### config.mk
export PLATFORM = sky130hd
export DESIGN_NAME = crane_lift_session_interlock
export DESIGN_NICKNAME = d
export VERILOG_FILES = /design/src/sv/cli_pkg.sv /design/src/sv/crane_lift_session_interlock.sv /design/src/sv/cli_apb_regs.sv /design/src/sv/cli_session_cam.sv
export SDC_FILE = /design/constraint.sdc
export NUM_CORES = 1
export LEC_CHECK = 0
export BUFFER_PORTS_ARGS = -buffer_cell sky130_fd_sc_hd__buf_2
export CORE_MARGIN = 5
export CORE_UTILIZATION = 49
export CTS_BUF_LIST = sky130_fd_sc_hd__clkbuf_16
export CTS_CLUSTER_SIZE = 40
export DETAILED_ROUTE_END_ITERATION = 10
export PLACE_DENSITY = 0.74
export SYNTH_ARGS = -nofsm -noshare
export SYNTH_HDL_FRONTEND = slang
export SYNTH_SLANG_ARGS = --single-unit
### constraint.sdc
create_clock -name aclk -period 3.7 [get_ports aclk]
set_input_delay 0.74 -clock aclk [delete_from_list [all_inputs] [get_ports aclk]]
set_output_delay 0.74 -clock aclk [all_outputs]
set_load 0.01 [all_outputs]
### src/sv/cli_pkg.sv
`timescale 1ns / 1ps
`default_nettype none

package cli_pkg;

    // Register indexes on the configuration port (byte address is 4 * index)
    localparam int unsigned CFG_ADDR_W = 4;
    localparam logic [1:0] REG_HOIST_LIMIT   = 2'd0;
    localparam logic [1:0] REG_TROLLEY_LIMIT = 2'd1;
    localparam logic [1:0] REG_DESCENT_THR   = 2'd2;

    localparam logic [15:0] HOIST_LIMIT_RST   = 16'hFFFF;
    localparam logic [15:0] TROLLEY_LIMIT_RST = 16'hFFFF;
    localparam logic [15:0] DESCENT_THR_RST   = 16'h0000;

    // Controller word value that means "asserted"
    localparam logic [15:0] WORD_ONE = 16'd1;

    typedef enum logic [1:0] {
        SESS_IDLE       = 2'd0,
        SESS_DETECT     = 2'd1,
        SESS_LOCK_ALARM = 2'd2,
        SESS_LOCK_PLATE = 2'd3
    } sess_state_t;

    typedef enum logic [1:0] {
        EV_NONE     = 2'd0,
        EV_BEGIN    = 2'd1,
        EV_END_KEEP = 2'd2,
        EV_END_DROP = 2'd3
    } sess_event_t;

    typedef enum logic [1:0] {
        ALM_NONE      = 2'd0,
        ALM_LIFTED    = 2'd1,
        ALM_DROVE     = 2'd2,
        ALM_SYS_ERROR = 2'd3
    } alarm_t;

    typedef struct packed {
        logic [15:0]        hoist_limit;
        logic [15:0]        trolley_limit;
        logic signed [15:0] descent_thr;
    } cli_cfg_t;

    // Decoded snapshot conditions shared by both camera machines
    typedef struct packed {
        logic landed_one;
        logic landed_zero;
        logic in_zone;
        logic out_hoist;
        logic descending;
        logic lock_one;
        logic reset_one;
    } cli_snap_t;

endpackage

`default_nettype wire

### src/sv/crane_lift_session_interlock.sv
`timescale 1ns / 1ps
`default_nettype none

// Crane lift session interlock. Each controller snapshot transfer on the s_
// channel produces exactly one result transfer on the m_ channel, in order.
// A snapshot is first captured in an input register; once the output register
// is free, it is decoded against the configuration registers, both camera
// session machines are stepped and the result is loaded into the output
// register. The block sustains one snapshot per clock cycle while the
// consumer takes each result as it is offered; the only limit on rate is
// the output register, which frees when the consumer takes its result.
// A new snapshot is accepted while a finished result still waits, as long as
// the input register is empty, or is moving on as that result is taken.
// The registers (hoist limit at 0x0, trolley limit at 0x4, signed descent
// speed threshold at 0x8) are written over the APB-style port and should be
// changed only while no snapshot is in flight.

module crane_lift_session_interlock
    import cli_pkg::*;
(
    input  wire logic                  aclk,
    input  wire logic                  aresetn,

    // Snapshot channel
    input  wire logic                  s_valid,
    output      logic                  s_ready,
    input  wire logic [15:0]           s_trolley_position,
    input  wire logic [15:0]           s_hoist_height,
    input  wire logic signed [15:0]    s_hoist_speed,
    input  wire logic [15:0]           s_lock_word,
    input  wire logic [15:0]           s_landed_word,
    input  wire logic [15:0]           s_reset_word,
    input  wire logic [1:0]            s_cam0_alarm_report,
    input  wire logic                  s_cam0_plate_seen,
    input  wire logic [1:0]            s_cam1_alarm_report,
    input  wire logic                  s_cam1_plate_seen,

    // Result channel
    output      logic                  m_valid,
    input  wire logic                  m_ready,
    output      logic [1:0]            m_worst_alarm,
    output      logic [1:0]            m_cam0_session,
    output      logic [1:0]            m_cam1_session,
    output      logic [1:0]            m_cam0_event,
    output      logic [1:0]            m_cam1_event,
    output      logic [1:0]            m_cam0_alarm,
    output      logic [1:0]            m_cam1_alarm,

    // Configuration port
    input  wire logic                  psel,
    input  wire logic                  penable,
    input  wire logic                  pwrite,
    input  wire logic [CFG_ADDR_W-1:0] paddr,
    input  wire logic [31:0]           pwdata,
    output      logic [31:0]           prdata,
    output      logic                  pready
);

    cli_cfg_t cfg;

    cli_apb_regs u_regs (
        .aclk    (aclk),
        .aresetn (aresetn),
        .psel    (psel),
        .penable (penable),
        .pwrite  (pwrite),
        .paddr   (paddr),
        .pwdata  (pwdata),
        .prdata  (prdata),
        .pready  (pready),
        .cfg     (cfg)
    );

    // Input register stage. Payload registers carry no reset; only the
    // valid flag is cleared.
    logic               in_valid_reg;
    logic [15:0]        trolley_reg;
    logic [15:0]        hoist_reg;
    logic signed [15:0] speed_reg;
    logic [15:0]        lock_reg;
    logic [15:0]        landed_reg;
    logic [15:0]        rst_word_reg;
    logic [1:0]         cam0_report_reg;
    logic               cam0_plate_reg;
    logic [1:0]         cam1_report_reg;
    logic               cam1_plate_reg;

    logic out_free;
    logic step;
    logic s_take;

    // The output register can load when it is empty or its result is being
    // taken in this cycle; the input register then hands its snapshot on.
    assign out_free = !m_valid || m_ready;
    assign step     = in_valid_reg && out_free;
    assign s_ready  = !in_valid_reg || out_free;
    assign s_take   = s_valid && s_ready;

    always_ff @(posedge aclk) begin
        if (!aresetn) begin
            in_valid_reg <= 1'b0;
        end else if (s_take) begin
            in_valid_reg <= 1'b1;
        end else if (step) begin
            in_valid_reg <= 1'b0;
        end
    end

    always_ff @(posedge aclk) begin
        if (s_take) begin
            trolley_reg     <= s_trolley_position;
            hoist_reg       <= s_hoist_height;
            speed_reg       <= s_hoist_speed;
            lock_reg        <= s_lock_word;
            landed_reg      <= s_landed_word;
            rst_word_reg    <= s_reset_word;
            cam0_report_reg <= s_cam0_alarm_report;
            cam0_plate_reg  <= s_cam0_plate_seen;
            cam1_report_reg <= s_cam1_alarm_report;
            cam1_plate_reg  <= s_cam1_plate_seen;
        end
    end

    // Snapshot decode. The zone needs both the hoist below its limit and the
    // trolley below its limit; leaving the zone is judged on the hoist alone.
    cli_snap_t snap;

    always_comb begin
        snap.landed_one  = (landed_reg == WORD_ONE);
        snap.landed_zero = (landed_reg == 16'd0);
        snap.out_hoist   = (hoist_reg >= cfg.hoist_limit);
        snap.in_zone     = !snap.out_hoist && (trolley_reg < cfg.trolley_limit);
        snap.descending  = (speed_reg < cfg.descent_thr);
        snap.lock_one    = (lock_reg == WORD_ONE);
        snap.reset_one   = (rst_word_reg == WORD_ONE);
    end

    // One session machine per camera, each stepped once per snapshot.
    sess_state_t cam0_state_next;
    sess_state_t cam1_state_next;
    sess_event_t cam0_event;
    sess_event_t cam1_event;
    alarm_t      cam0_alarm_next;
    alarm_t      cam1_alarm_next;

    cli_session_cam u_cam0 (
        .aclk         (aclk),
        .aresetn      (aresetn),
        .step         (step),
        .snap         (snap),
        .alarm_report (cam0_report_reg),
        .plate_seen   (cam0_plate_reg),
        .state_next   (cam0_state_next),
        .event_code   (cam0_event),
        .alarm_next   (cam0_alarm_next)
    );

    cli_session_cam u_cam1 (
        .aclk         (aclk),
        .aresetn      (aresetn),
        .step         (step),
        .snap         (snap),
        .alarm_report (cam1_report_reg),
        .plate_seen   (cam1_plate_reg),
        .state_next   (cam1_state_next),
        .event_code   (cam1_event),
        .alarm_next   (cam1_alarm_next)
    );

    // Worst alarm is the larger of the two held alarm codes after this step.
    logic [1:0] worst_next;
    assign worst_next = (cam0_alarm_next > cam1_alarm_next) ? cam0_alarm_next
                                                            : cam1_alarm_next;

    // Output register stage
    logic       out_valid_reg;
    logic [1:0] worst_reg;
    logic [1:0] cam0_session_reg;
    logic [1:0] cam1_session_reg;
    logic [1:0] cam0_event_reg;
    logic [1:0] cam1_event_reg;
    logic [1:0] cam0_alarm_reg;
    logic [1:0] cam1_alarm_reg;

    always_ff @(posedge aclk) begin
        if (!aresetn) begin
            out_valid_reg <= 1'b0;
        end else if (step) begin
            out_valid_reg <= 1'b1;
        end else if (m_ready) begin
            out_valid_reg <= 1'b0;
        end
    end

    always_ff @(posedge aclk) begin
        if (step) begin
            worst_reg        <= worst_next;
            cam0_session_reg <= cam0_state_next;
            cam1_session_reg <= cam1_state_next;
            cam0_event_reg   <= cam0_event;
            cam1_event_reg   <= cam1_event;
            cam0_alarm_reg   <= cam0_alarm_next;
            cam1_alarm_reg   <= cam1_alarm_next;
        end
    end

    assign m_valid        = out_valid_reg;
    assign m_worst_alarm  = worst_reg;
    assign m_cam0_session = cam0_session_reg;
    assign m_cam1_session = cam1_session_reg;
    assign m_cam0_event   = cam0_event_reg;
    assign m_cam1_event   = cam1_event_reg;
    assign m_cam0_alarm   = cam0_alarm_reg;
    assign m_cam1_alarm   = cam1_alarm_reg;

endmodule

`default_nettype wire

### src/sv/cli_apb_regs.sv
`timescale 1ns / 1ps
`default_nettype none

module cli_apb_regs
    import cli_pkg::*;
(
    input  wire logic                  aclk,
    input  wire logic                  aresetn,
    input  wire logic                  psel,
    input  wire logic                  penable,
    input  wire logic                  pwrite,
    input  wire logic [CFG_ADDR_W-1:0] paddr,
    input  wire logic [31:0]           pwdata,
    output      logic [31:0]           prdata,
    output      logic                  pready,
    output      cli_cfg_t              cfg
);

    logic [15:0] hoist_limit_reg;
    logic [15:0] trolley_limit_reg;
    logic [15:0] descent_thr_reg;
    logic [1:0]  reg_idx;
    logic        wr_en;

    assign pready  = 1'b1;
    assign reg_idx = paddr[CFG_ADDR_W-1:2];
    assign wr_en   = psel && penable && pwrite;

    always_ff @(posedge aclk) begin
        if (!aresetn) begin
            hoist_limit_reg   <= HOIST_LIMIT_RST;
            trolley_limit_reg <= TROLLEY_LIMIT_RST;
            descent_thr_reg   <= DESCENT_THR_RST;
        end else if (wr_en) begin
            case (reg_idx)
                REG_HOIST_LIMIT:   hoist_limit_reg   <= pwdata[15:0];
                REG_TROLLEY_LIMIT: trolley_limit_reg <= pwdata[15:0];
                REG_DESCENT_THR:   descent_thr_reg   <= pwdata[15:0];
                default: ;
            endcase
        end
    end

    // The threshold reads back sign-extended, as it is held
    always_comb begin
        case (reg_idx)
            REG_HOIST_LIMIT:   prdata = {16'd0, hoist_limit_reg};
            REG_TROLLEY_LIMIT: prdata = {16'd0, trolley_limit_reg};
            REG_DESCENT_THR:   prdata = {{16{descent_thr_reg[15]}}, descent_thr_reg};
            default:           prdata = 32'd0;
        endcase
    end

    assign cfg.hoist_limit   = hoist_limit_reg;
    assign cfg.trolley_limit = trolley_limit_reg;
    assign cfg.descent_thr   = $signed(descent_thr_reg);

endmodule

`default_nettype wire

### src/sv/cli_session_cam.sv
`timescale 1ns / 1ps
`default_nettype none

module cli_session_cam
    import cli_pkg::*;
(
    input  wire logic        aclk,
    input  wire logic        aresetn,
    input  wire logic        step,
    input  wire cli_snap_t   snap,
    input  wire logic [1:0]  alarm_report,
    input  wire logic        plate_seen,
    output      sess_state_t state_next,
    output      sess_event_t event_code,
    output      alarm_t      alarm_next
);

    sess_state_t state_reg;
    alarm_t      alarm_reg;
    logic        last_one_reg;
    logic        have_prev_reg;
    logic        fall_edge;
    alarm_t      alarm_mid;

    always_ff @(posedge aclk) begin
        if (!aresetn) begin
            state_reg     <= SESS_IDLE;
            alarm_reg     <= ALM_NONE;
            last_one_reg  <= 1'b0;
            have_prev_reg <= 1'b0;
        end else if (step) begin
            state_reg     <= state_next;
            alarm_reg     <= alarm_next;
            last_one_reg  <= snap.landed_one;
            have_prev_reg <= 1'b1;
        end
    end

    assign fall_edge = have_prev_reg && last_one_reg && snap.landed_zero;
    // A fresh report replaces the held alarm before the machine looks at it.
    assign alarm_mid = (alarm_report != 2'd0) ? alarm_t'(alarm_report) : alarm_reg;

    always_comb begin
        state_next = state_reg;
        alarm_next = alarm_mid;
        event_code = EV_NONE;
        case (state_reg)
            SESS_IDLE: begin
                if (fall_edge && snap.in_zone && snap.lock_one) begin
                    state_next = SESS_DETECT;
                    event_code = EV_BEGIN;
                end
            end
            SESS_DETECT: begin
                if (alarm_mid == ALM_LIFTED || alarm_mid == ALM_DROVE) begin
                    state_next = SESS_LOCK_ALARM;
                    event_code = EV_END_KEEP;
                end else if (plate_seen) begin
                    alarm_next = ALM_NONE;
                    state_next = SESS_LOCK_PLATE;
                    event_code = EV_END_DROP;
                end else if (snap.descending) begin
                    alarm_next = ALM_NONE;
                    state_next = SESS_IDLE;
                    event_code = EV_END_DROP;
                end else if (snap.out_hoist) begin
                    alarm_next = ALM_NONE;
                    state_next = SESS_IDLE;
                    event_code = EV_END_KEEP;
                end
            end
            SESS_LOCK_ALARM: begin
                if (snap.reset_one) begin
                    alarm_next = ALM_NONE;
                    state_next = SESS_IDLE;
                end
            end
            SESS_LOCK_PLATE: begin
                if (snap.out_hoist) begin
                    state_next = SESS_IDLE;
                end
            end
            default: begin
                state_next = SESS_IDLE;
            end
        endcase
    end

endmodule

`default_nettype wire
==> flow_summary.json, run 1 <==
{
  "synthCells": 700,
  "powerDensity_nw_per_um2": 449.9,
  "fin_tns_setup_ns": 0,
  "synthTopCellsByArea": "edfxtp_1 44%, dfxtp_1 15%, ha_1 8.9%",
  "start_util_pct": 50.21,
  "rsz0062_at_grt": "false",
  "p_int_mw": 3.243,
  "drt-total-wl_mm": 17.41,
  "dp_hpwl_mm": 13.02,
  "h-tree-depth": 4,
  "netSwitchingPower_mw": 1.089,
  "yosys-top-cells-count": "116 x edfxtp_1, 109 x nand2_1, 60 x dfxtp_1, 60 x inv_1, 57 x ha_1",
  "vias": 5627,
  "max_cap_violations": 0,
  "viasPerCell": 5.139,
  "gr-total-overflow": 0,
  "timing.final.ws_setup_ns": 0.3671,
  "finClkSkew_ns": 0.01121,
  "period_needed_ns": 3.333,
  "place_ws_ns": 0.2888,
  "outcome": "finished clean",
  "ant_nets": 0,
  "syn_to_final_growth_pct": 20.27,
  "leakagePower_nw": 4.106,
  "grt_pass1_wl_mm": 26.68,
  "min_path_type": "in -> reg",
  "dp.cells": 1059,
  "grt_max_degree": 65,
  "synth_top_cell_by_area": "edfxtp_1",
  "async_flop_share_pct": 0,
  "stdcell_count": 1095,
  "cts_resized": 0,
  "critPathKind": "reg -> reg",
  "grt_pass1_vias": 5418,
  "tightest_slew_ns": 1.125,
  "nNetsFinal": 1065,
  "track_usage_pct": 18.42,
  "vdd_drop_max_v": 0.0003828,
  "end_kind": "register",
  "netlist.area_leader.share_pct": 43.51,
  "switching_share_pct": 25.13,
  "clkPwrFrac_pct": 41.5,
  "synth_edf_count": 116,
  "yosys_warnings": 0,
  "final_layout_size_suffix_gt1_share_pct": 25.91,
  "core-area_um2": 15940,
  "finalCritPeriodShare_pct": 90.08,
  "mappedNetlistArea_um2": 8005,
  "hold_viol": 0,
  "yosysMostFrequentCell": "edfxtp_1",
  "seqPwrFrac_pct": 51.3,
  "port-buffer-count": 174,
  "dieArea_um2": 18990,
  "yosysSeqAreaShare_pct": 58.52,
  "reg2regPathDepth": 15,
  "synth.distinct_cells": 59,
  "routedWlPerCell_um": 15.90,
  "cts_sinks": 176,
  "root_buffer": "clkbuf_16",
  "synth_nets": 902,
  "cts_tree": "done",
  "cp.arrival_ns": 3.60,
  "timing.rr.start": "u_regs.hoist_limit_reg[13]$_SDFFE_PN1P_",
  "clk_pin_slew_ns": 0.08,
  "cts_buffer_depth": 2,
  "dieHeight_um": 137.8,
  "cp.required_ns": 3.97,
  "die_w_um": 137.8,
  "syn_area_per_cell_um2": 11.44,
  "crit_fanout": 7,
  "std_cell_rows": 46,
  "antenna_found_initial": 3,
  "critPathLaunchType": "register",
  "clk_latency_ns": 0.43,
  "final_max_slew_viol_count": 0,
  "pin_count": 194,
  "cts_hold_buf": 0,
  "startpoint": "u_regs.hoist_limit_reg[13]$_SDFFE_PN1P_",
  "crit_path_end": "m_worst_alarm[0]$_DFFE_PP_",
  "r2r-end": "m_worst_alarm[0]$_DFFE_PP_",
  "timing.fmax_mhz": 300.0,
  "ys_ff_latch": 176,
  "place.gp.congestion": 0.8853,
  "drtIter0Drc": 307,
  "relSlewSlack_pct": 25.02,
  "numCtsBuffers": 17,
  "route.detailed.drc": 0,
  "setup_viol": 0,
  "power_frac_comb_pct": 7.2,
  "r2r_slack_ns": 0.37,
  "synthFlopType": "edfxtp_1",
  "drt_first_pass_iters": 4
}
[what timing repair did]
action / CTS / global route
endpoints found under the hold margin: 0 / 0
setup buffers: 0 / 1
endpoints found under the setup margin: 0 / 1
[critical path: stages (launching register included)]
cell and delay [ns]:
dfxtp_1 0.34, inv_1 0.07, ha_1 0.31, a211o_1 0.31, a21oi_2 0.16, o2111ai_1 0.15, a41oi_2 0.17, buf_4 0.17
nor2_1 0.12, o31ai_1 0.27, a21oi_1 0.14, or2_1 0.25, ha_1 0.29, nor3_1 0.18, a31oi_1 0.06, a22oi_1 0.19
[kinds of logic (layout without fill, tap and decap cells)]
family,Yosys count,in the layout,share of synthesized area [%]
AND/OR/NAND/NOR,186,186,10.69
flip-flops,176,176,58.52
AO/OA/AOI/OAI,160,160,13.82
buffers and inverters,100,276,5.549
adder cells (fa/ha/maj),57,57,8.909
multiplexers,18,18,2.251
XOR/XNOR,2,2,0.2189
other,1,4,0.04684
[stage by stage]
step / hold slack [ns] / power, mW / instance area [µm²] / utilization, %
finish: 0.4739 / 4.332 / 9628 / 60.39
global route: 0.4543 / 4.500 / 9628 / 60.39
CTS: 0.4603 / 4.362 / 9613 / 60.30
detailed placement: 0.4554 / 2.578 / 9005 / 56.48
global placement: 0.4475 / 2.569 / 9005 / 56.48
floorplan: 0.4406 / 2.431 / 8006 / -
[layout by cell type (no fill, tap or decap), types with 9 or more instances in the layout]
cell type	n
inv_1	60
o211ai_1	31
o21ai_0	34
buf_4	9
nand2_1	109
dfxtp_1	60
nor4_1	10
clkbuf_16	17
nor2_1	13
edfxtp_1	116
a21boi_0	21
a21oi_1	26
mux2i_1	18
ha_1	57
buf_2	174
[power groups by stage]
stage	Clock (mW)	Sequential [mW]	Combinational, mW
after global placement	0	2.26	0.306
after detailed placement	0	2.27	0.313
final	1.80	2.22	0.313
after CTS	1.83	2.22	0.314
after floorplan	0	2.26	0.169
after global routing	1.92	2.23	0.350
[metal layers]
metal  track usage, %  vias to the layer above  wire, µm
met1            25.10                     2600      7991
met4            5.488                        0       332
met2            28.80                      162      8028
li1                 -                     2844         -
met5                0                        -         0
met3            5.223                       21      1059
[worst min-delay path by stage]
stage                                      start                           endpoint  slack, ns  depth (start not counted)
2_1_floorplan  u_cam0.have_prev_reg$_SDFFE_PN0P_  u_cam0.have_prev_reg$_SDFFE_PN0P_       0.44                          1
3_3_place_gp   u_cam0.have_prev_reg$_SDFFE_PN0P_  u_cam0.have_prev_reg$_SDFFE_PN0P_       0.45                          1
3_5_place_dp   u_cam0.have_prev_reg$_SDFFE_PN0P_  u_cam0.have_prev_reg$_SDFFE_PN0P_       0.46                          1
4_1_cts                    s_trolley_position[1]           trolley_reg[1]$_DFFE_PP_       0.46                          1
5_1_grt                       s_hoist_height[15]            hoist_reg[15]$_DFFE_PP_       0.45                          1
6_report                   s_trolley_position[0]           trolley_reg[0]$_DFFE_PP_       0.47                          1
[layout make-up]
cell class / instances / area, µm²
Clock buffer: 17 / 425.4
Fill cell: 1344 / 6315
Multi-Input combinational cell: 424 / 2889
Sequential cell: 176 / 4684
Clock inverter: 15 / 182.7
Inverter: 61 / 230.2
Tap cell: 216 / 270.3
Timing Repair Buffer: 183 / 938.4
Antenna cell: 3 / 7.507
(Power assumes the default switching activity.)
==> run 2: changes to the inputs <==
Settings changed: SYNTH_HIERARCHICAL set to 1.
==> run 2 against run 1 <==
Against the previous run:
- via count rose by 0.11%
- maximum frequency decreased by 6.0%
- highest routed layer is now met5
- routed wire length is 2.0% higher
- count of clock-buffer cells in the layout did not move
- synthesized cell count is 0.86% higher
- largest cell class unchanged
- first-iteration DRC count is 1.6% lower
- total power increased by 2.3%
- clock skew rose by 0.0028 ns
==> flow_summary.json, run 2 <==
{
  "r2r-end": "m_worst_alarm[0]$_DFFE_PP_",
  "critPathKind": "reg -> reg",
  "relSlewSlack_pct": 56.06,
  "place.gp.congestion": 0.8436,
  "cts_sinks": 178,
  "timing.rr.start": "u_regs/hoist_limit_reg[1]$_SDFFE_PN1P_",
  "dieHeight_um": 140.7,
  "cts_tree": "done",
  "vias": 5633,
  "synth_compound_area_share_pct": 7.734,
  "finalCritPeriodShare_pct": 95.85,
  "start_util_pct": 50.26,
  "track_usage_pct": 18.03,
  "outcome": "finished clean",
  "syn_to_final_growth_pct": 21.81,
  "synth_top_family_by_area": "simple AND/OR/NAND/NOR gates",
  "drt_first_pass_iters": 5,
  "yosys_warnings": 6,
  "synth_adder_area_share_pct": 8.527,
  "routedWlPerCell_um": 15.86,
  "h-tree-depth": 4,
  "cts_hold_buf": 0,
  "power_mw": 4.432,
  "synthMuxAreaShare_pct": 8.153,
  "hold_viol": 0,
  "pin_count": 194,
  "synthSimpleGateAreaFrac_pct": 13.24,
  "antenna_cells": 0,
  "drt-total-wl_mm": 17.77,
  "synth_top_cell_by_area": "edfxtp_1",
  "most-common-layout-cells": "174 x buf_2, 116 x edfxtp_1, 67 x mux2i_1, 63 x inv_1, 61 x dfxtp_1",
  "ys_ff_latch": 178,
  "mappedNetlistArea_um2": 8364,
  "root_buffer": "clkbuf_16",
  "vdd_drop_max_v": 0.0003373,
  "dp.cells": 1083,
  "reg2regPathDepth": 14,
  "viasPerCell": 5.029,
  "leakagePower_nw": 4.518,
  "grt_pass1_wl_mm": 28.10,
  "final_common_cell": "buf_2",
  "synthTopCellsByArea": "edfxtp_1 42%, dfxtp_1 15%, ha_1 8.5%",
  "synth_xor_area_share_pct": 0.2094,
  "clk_pin_slew_ns": 0.08,
  "cp.arrival_ns": 3.74,
  "holdPathStages": 1,
  "synth_edf_count": 116,
  "r2r_slack_ns": 0.15,
  "finClkSkew_ns": 0.01405,
  "async_flop_share_pct": 0,
  "finish.utilization_pct": 61.22,
  "numCtsBuffers": 17,
  "grt_max_degree": 103,
  "yosysMostFrequentCell": "edfxtp_1",
  "port-buffer-count": 174,
  "syn_area_per_cell_um2": 11.85,
  "final_layout_size_suffix_gt1_share_pct": 28.56,
  "fin_tns_setup_ns": 0,
  "tightest_slew_ns": 0.6591,
  "clk_latency_ns": 0.44,
  "final_max_slew_viol_count": 0,
  "path_cells": "inv_1 > ha_1 > a2111oi_4 > o211ai_1 > a211o_2 > or3_4 > o21ai_0 > a21oi_1 > nor2_1 > inv_1 > ha_4 > nor2_1 > o22ai_1 > mux2_2",
  "timing.fmax_mhz": 282.0,
  "stdcell_count": 1120,
  "setup_viol": 0,
  "synth.distinct_cells": 54,
  "core-area_um2": 16640,
  "end_kind": "register",
  "drtIter0Drc": 302,
  "hp-start": "s_lock_word[14]",
  "ant_nets": 0,
  "max_cap_violations": 0,
  "holdPathEnd": "lock_reg[14]$_DFFE_PP_",
  "synthFlopType": "edfxtp_1",
  "nNetsFinal": 1089,
  "cp_slowest_cell": "or3_4",
  "grt_pass1_vias": 5523,
  "antenna_found_initial": 2,
  "netlist.area_leader.share_pct": 41.65,
  "dp_hpwl_mm": 12.94,
  "critPathLaunchType": "register",
  "die_w_um": 140.7,
  "period_needed_ns": 3.546,
  "yosysSeqAreaShare_pct": 56.48,
  "route.detailed.drc": 0,
  "cts_buffer_depth": 2,
  "synthCells": 706,
  "gr-total-overflow": 0,
  "min_path_type": "in -> reg",
  "yosys-top-cells-count": "116 x edfxtp_1, 67 x mux2i_1, 63 x inv_1",
  "crit_fanout": 5,
  "std_cell_rows": 47,
  "synth_nets": 908,
  "fillers": 1298,
  "dieArea_um2": 19780,
  "slowest_delay_ns": 0.42,
  "powerDensity_nw_per_um2": 435.0,
  "cp.required_ns": 3.90
}
[run 2: kinds of logic (layout without fill, tap and decap cells)]
kind of cell	Yosys count	after routing
AND/OR/NAND/NOR	203	203
XOR/XNOR	2	2
other	1	1
AO/OA/AOI/OAI	97	97
buffers and inverters	100	294
multiplexers	68	68
flip-flops	178	178
adder cells (fa/ha/maj)	57	57
[run 2: stage by stage]
stage	setup WS [ns]	instance area [µm²]	hold slack, ns
after floorplan	0.3398	8366	0.4271
after global placement	0.05206	9458	0.4428
after detailed placement	-0.02593	9458	0.4537
after CTS	0.001005	10090	0.4585
after global routing	-0.003200	10190	0.4419
final	0.1537	10190	0.4727
[run 2: metal layers]
layer	GRT usage (%)	wire (µm)
met3	5.080	971
met1	24.94	8285
met2	27.65	8066
met4	5.762	422
met5	0	21
[run 2: report_power, final]
part / switching (mW) / total [mW] / internal, mW / leakage [nW]
Sequential: 0.0348 / 2.24 / 2.21 / 1.63
Clock: 0.901 / 1.83 / 0.931 / 0.302
Combinational: 0.192 / 0.356 / 0.164 / 2.58
[run 2: repair_timing]
action | CTS | global route
pin swaps | 0 | 12
resized for setup | 1 | 14
endpoints found under the setup margin | 1 | 1
gates cloned | 0 | 0
buffers inserted | 0 | 5
[run 2: area by class of cell]
cell class | count | area (µm²) | share of cell area, %
Inverter | 63 | 236.5 | 2.321
Clock inverter | 15 | 201.4 | 1.977
Tap cell | 220 | 275.3 | 2.702
Sequential cell | 178 | 4726 | 46.38
Timing Repair Buffer | 199 | 1084 | 10.63
Clock buffer | 17 | 425.4 | 4.175
Multi-Input combinational cell | 428 | 3241 | 31.81
[run 2: critical path: cells and delay by family (launching register included)]
kind	cells	cell delay (ns)
mux	1	0.35
simple gates	3	0.62
flops	1	0.34
compound gates	6	1.26
fa+ha+maj	2	0.59
buf+inv	2	0.15
[run 2: worst max path at each step]
stage / startpoint / end / slack, ns
6_report: u_regs/hoist_limit_reg[1]$_SDFFE_PN1P_ / m_worst_alarm[0]$_DFFE_PP_ / 0.15
3_5_place_dp: speed_reg[2]$_DFFE_PP_ / m_worst_alarm[0]$_DFFE_PP_ / -0.03
5_1_grt: speed_reg[2]$_DFFE_PP_ / m_worst_alarm[0]$_DFFE_PP_ / -0.003
4_1_cts: speed_reg[2]$_DFFE_PP_ / m_worst_alarm[0]$_DFFE_PP_ / 0.001
2_1_floorplan: hoist_reg[0]$_DFFE_PP_ / m_worst_alarm[0]$_DFFE_PP_ / 0.34
3_3_place_gp: speed_reg[2]$_DFFE_PP_ / m_worst_alarm[0]$_DFFE_PP_ / 0.05
==> run 3: changes to the inputs <==
Settings changed: GPL_ROUTABILITY_DRIVEN set to 0.
Clock period 3.7 ns to 3 ns, I/O delays scaled along.
==> run 3 against run 2 <==
Against the previous run:
- register-to-register slack got worse by 0.60 ns
- die area stayed put
- clock skew is 0.0020 ns lower
- the flow now finishes with violations (negative setup slack)
- final cell count grew 2.9%
- sequential power up 24%
- total power rose by 25%
- combinational power rose by 37%
- maximum frequency rose by 2.9%
- routed wire length rose by 3.9%
- clock power is 24% higher
- critical path type unchanged
==> flow_summary.json, run 3 (synthesized netlist as in run 2, its figures left out) <==
{
  "outcome": "finished, violations left",
  "violations": "negative setup slack",
  "grt_max_degree": 81,
  "route.detailed.drc": 0,
  "die_w_um": 140.7,
  "core-area_um2": 16640,
  "critPathLaunchType": "register",
  "final_common_cell": "buf_2",
  "tightest_slew_ns": 0.6168,
  "multiInputGateArea_um2": 3338,
  "cp.arrival_ns": 3.63,
  "critPathKind": "reg -> reg",
  "dieArea_um2": 19780,
  "grt_use_met2_pct": 30.17,
  "timing.final.ws_setup_ns": -0.4459,
  "cts_buffer_depth": 2,
  "hold_viol": 0,
  "max_cap_violations": 0,
  "crit_fanout": 4,
  "cp_slowest_cell": "or3_4",
  "vdd_drop_max_v": 0.0004073,
  "cts_hold_buf": 0,
  "cp.required_ns": 3.18,
  "regArea_um2": 4726,
  "port-buffer-count": 174,
  "clk_latency_ns": 0.43,
  "drtIter0Drc": 311,
  "cts_tree": "done",
  "rsz0062_at_grt": "true",
  "drt_first_pass_iters": 5,
  "path_cells": "ha_4 > o211ai_1 > a2111oi_4 > o22ai_2 > mux2i_4 > or3_4 > o21ai_4 > a21oi_2 > nor2_2 > inv_2 > ha_4 > nor2_2 > o22ai_2 > mux2_4",
  "cts_sinks": 178,
  "routedWlPerCell_um": 16.01,
  "fin_tns_setup_ns": -0.4459,
  "gr-usage-met1_pct": 24.90,
  "root_buffer": "clkbuf_16",
  "antenna_found_initial": 1,
  "hold_slack_ns": 0.3395,
  "top_usage_layer": "met2",
  "grt_pass1_wl_mm": 29.21,
  "ant_nets": 0,
  "start_util_pct": 50.26,
  "fillers": 1307,
  "clkPwrFrac_pct": 41.1,
  "slowest_delay_ns": 0.44,
  "final_max_slew_viol_count": 0,
  "viasPerCell": 5.006,
  "track_usage_pct": 18.55,
  "power_frac_comb_pct": 8.8,
  "antenna_cells": 0,
  "std_cell_rows": 47,
  "seqPwrFrac_pct": 50.1,
  "relSlewSlack_pct": 58.34,
  "r2r_slack_ns": -0.45,
  "dieHeight_um": 140.7,
  "numCtsBuffers": 17,
  "finClkSkew_ns": 0.01202,
  "dp_hpwl_mm": 13.79,
  "gr-total-overflow": 0,
  "powerDensity_nw_per_um2": 524.8,
  "crit_buf_inv": 1,
  "nNetsFinal": 1122,
  "end_kind": "register",
  "vias": 5772,
  "leakagePower_nw": 4.701,
  "setup_viol": 1,
  "min_path_type": "in -> reg",
  "gr-usage-met3_pct": 4.436,
  "p_int_mw": 4.167,
  "switching_share_pct": 24.62,
  "syn_to_final_growth_pct": 25.95,
  "timing.fmax_mhz": 290.2,
  "cp_top_family": "compound AO/OA/AOI/OAI gates",
  "drt-total-wl_mm": 18.46,
  "period_needed_ns": 3.446,
  "finish.utilization_pct": 63.30,
  "netSwitchingPower_mw": 1.361,
  "final_layout_size_suffix_gt1_share_pct": 32.37,
  "h-tree-depth": 4,
  "most-common-layout-cells": "174 x buf_2, 116 x edfxtp_1, 66 x mux2i_1, 61 x dfxtp_1, 60 x inv_1",
  "grt_pass1_vias": 5805,
  "pin_count": 194,
  "clk_pin_slew_ns": 0.07,
  "finalCritPeriodShare_pct": 114.9
}
==> run 3: per-layer routing <==
metal,up-vias,share of wire (%)
met4,2,1.6
met1,2675,46
met3,18,4.8
met5,-,0.070
li1,2927,-
met2,150,48
==> run 3: path summary, 6_finish.rpt <==
check | from | end | depth (start not counted)
setup / recovery | speed_reg[2]$_DFFE_PP_ | m_worst_alarm[0]$_DFFE_PP_ | 14
hold / removal | s_landed_word[4] | landed_reg[4]$_DFFE_PP_ | 1
setup reg to reg | speed_reg[2]$_DFFE_PP_ | m_worst_alarm[0]$_DFFE_PP_ | 14
hold reg to reg | u_cam0/have_prev_reg$_SDFFE_PN0P_ | u_cam0/have_prev_reg$_SDFFE_PN0P_ | 2
==> run 3: cell type report <==
class                   instances  area share, %
flip-flops and latches        178          44.86
multi-input cells             428          31.69
repair buffers                232          12.71
clock buffers                  17          4.038
well taps                     220          2.613
inverters                      63          2.245
clock inverters                15          1.853
==> run 3: power groups by stage <==
| stage | Sequential, mW | Combinational [mW] | Clock [mW] |
|---|---|---|---|
| 5_1_grt | 2.78 | 0.538 | 2.43 |
| 4_1_cts | 2.77 | 0.476 | 2.33 |
| 3_3_place_gp | 2.82 | 0.441 | 0 |
| 3_5_place_dp | 2.82 | 0.451 | 0 |
| 2_1_floorplan | 2.82 | 0.236 | 0 |
| 6_report | 2.77 | 0.489 | 2.27 |
==> run 3: worst reg2reg max path: stages (launching register included) <==
cell and delay [ns]:
edfxtp_1 0.41, ha_4 0.29, o211ai_1 0.12, a2111oi_4 0.36, o22ai_2 0.15, mux2i_4 0.25
or3_4 0.44, o21ai_4 0.08, a21oi_2 0.09, nor2_2 0.19, inv_2 0.08, ha_4 0.28
nor2_2 0.04, o22ai_2 0.11, mux2_4 0.31
==> run 3: per-stage QoR <==
step                power, mW  std cells  instance area (µm²)  worst slack (ns)
floorplan               3.052        706                 8371           -0.1924
global placement        3.260       1117                 9718           -0.6171
detailed placement      3.273       1117                 9718           -0.7431
CTS                     5.572       1157                10500           -0.4973
global route            5.751       1153                10540           -0.5901
finish                  5.529       1153                10540           -0.4459
==> run 3: what timing repair did <==
item                                    in CTS  in global routing
endpoints found under the setup margin       2                 10
cloned                                       0                  0
setup buffers                                8                  1
resized for setup                           25                 15
pin swaps                                   10                  7
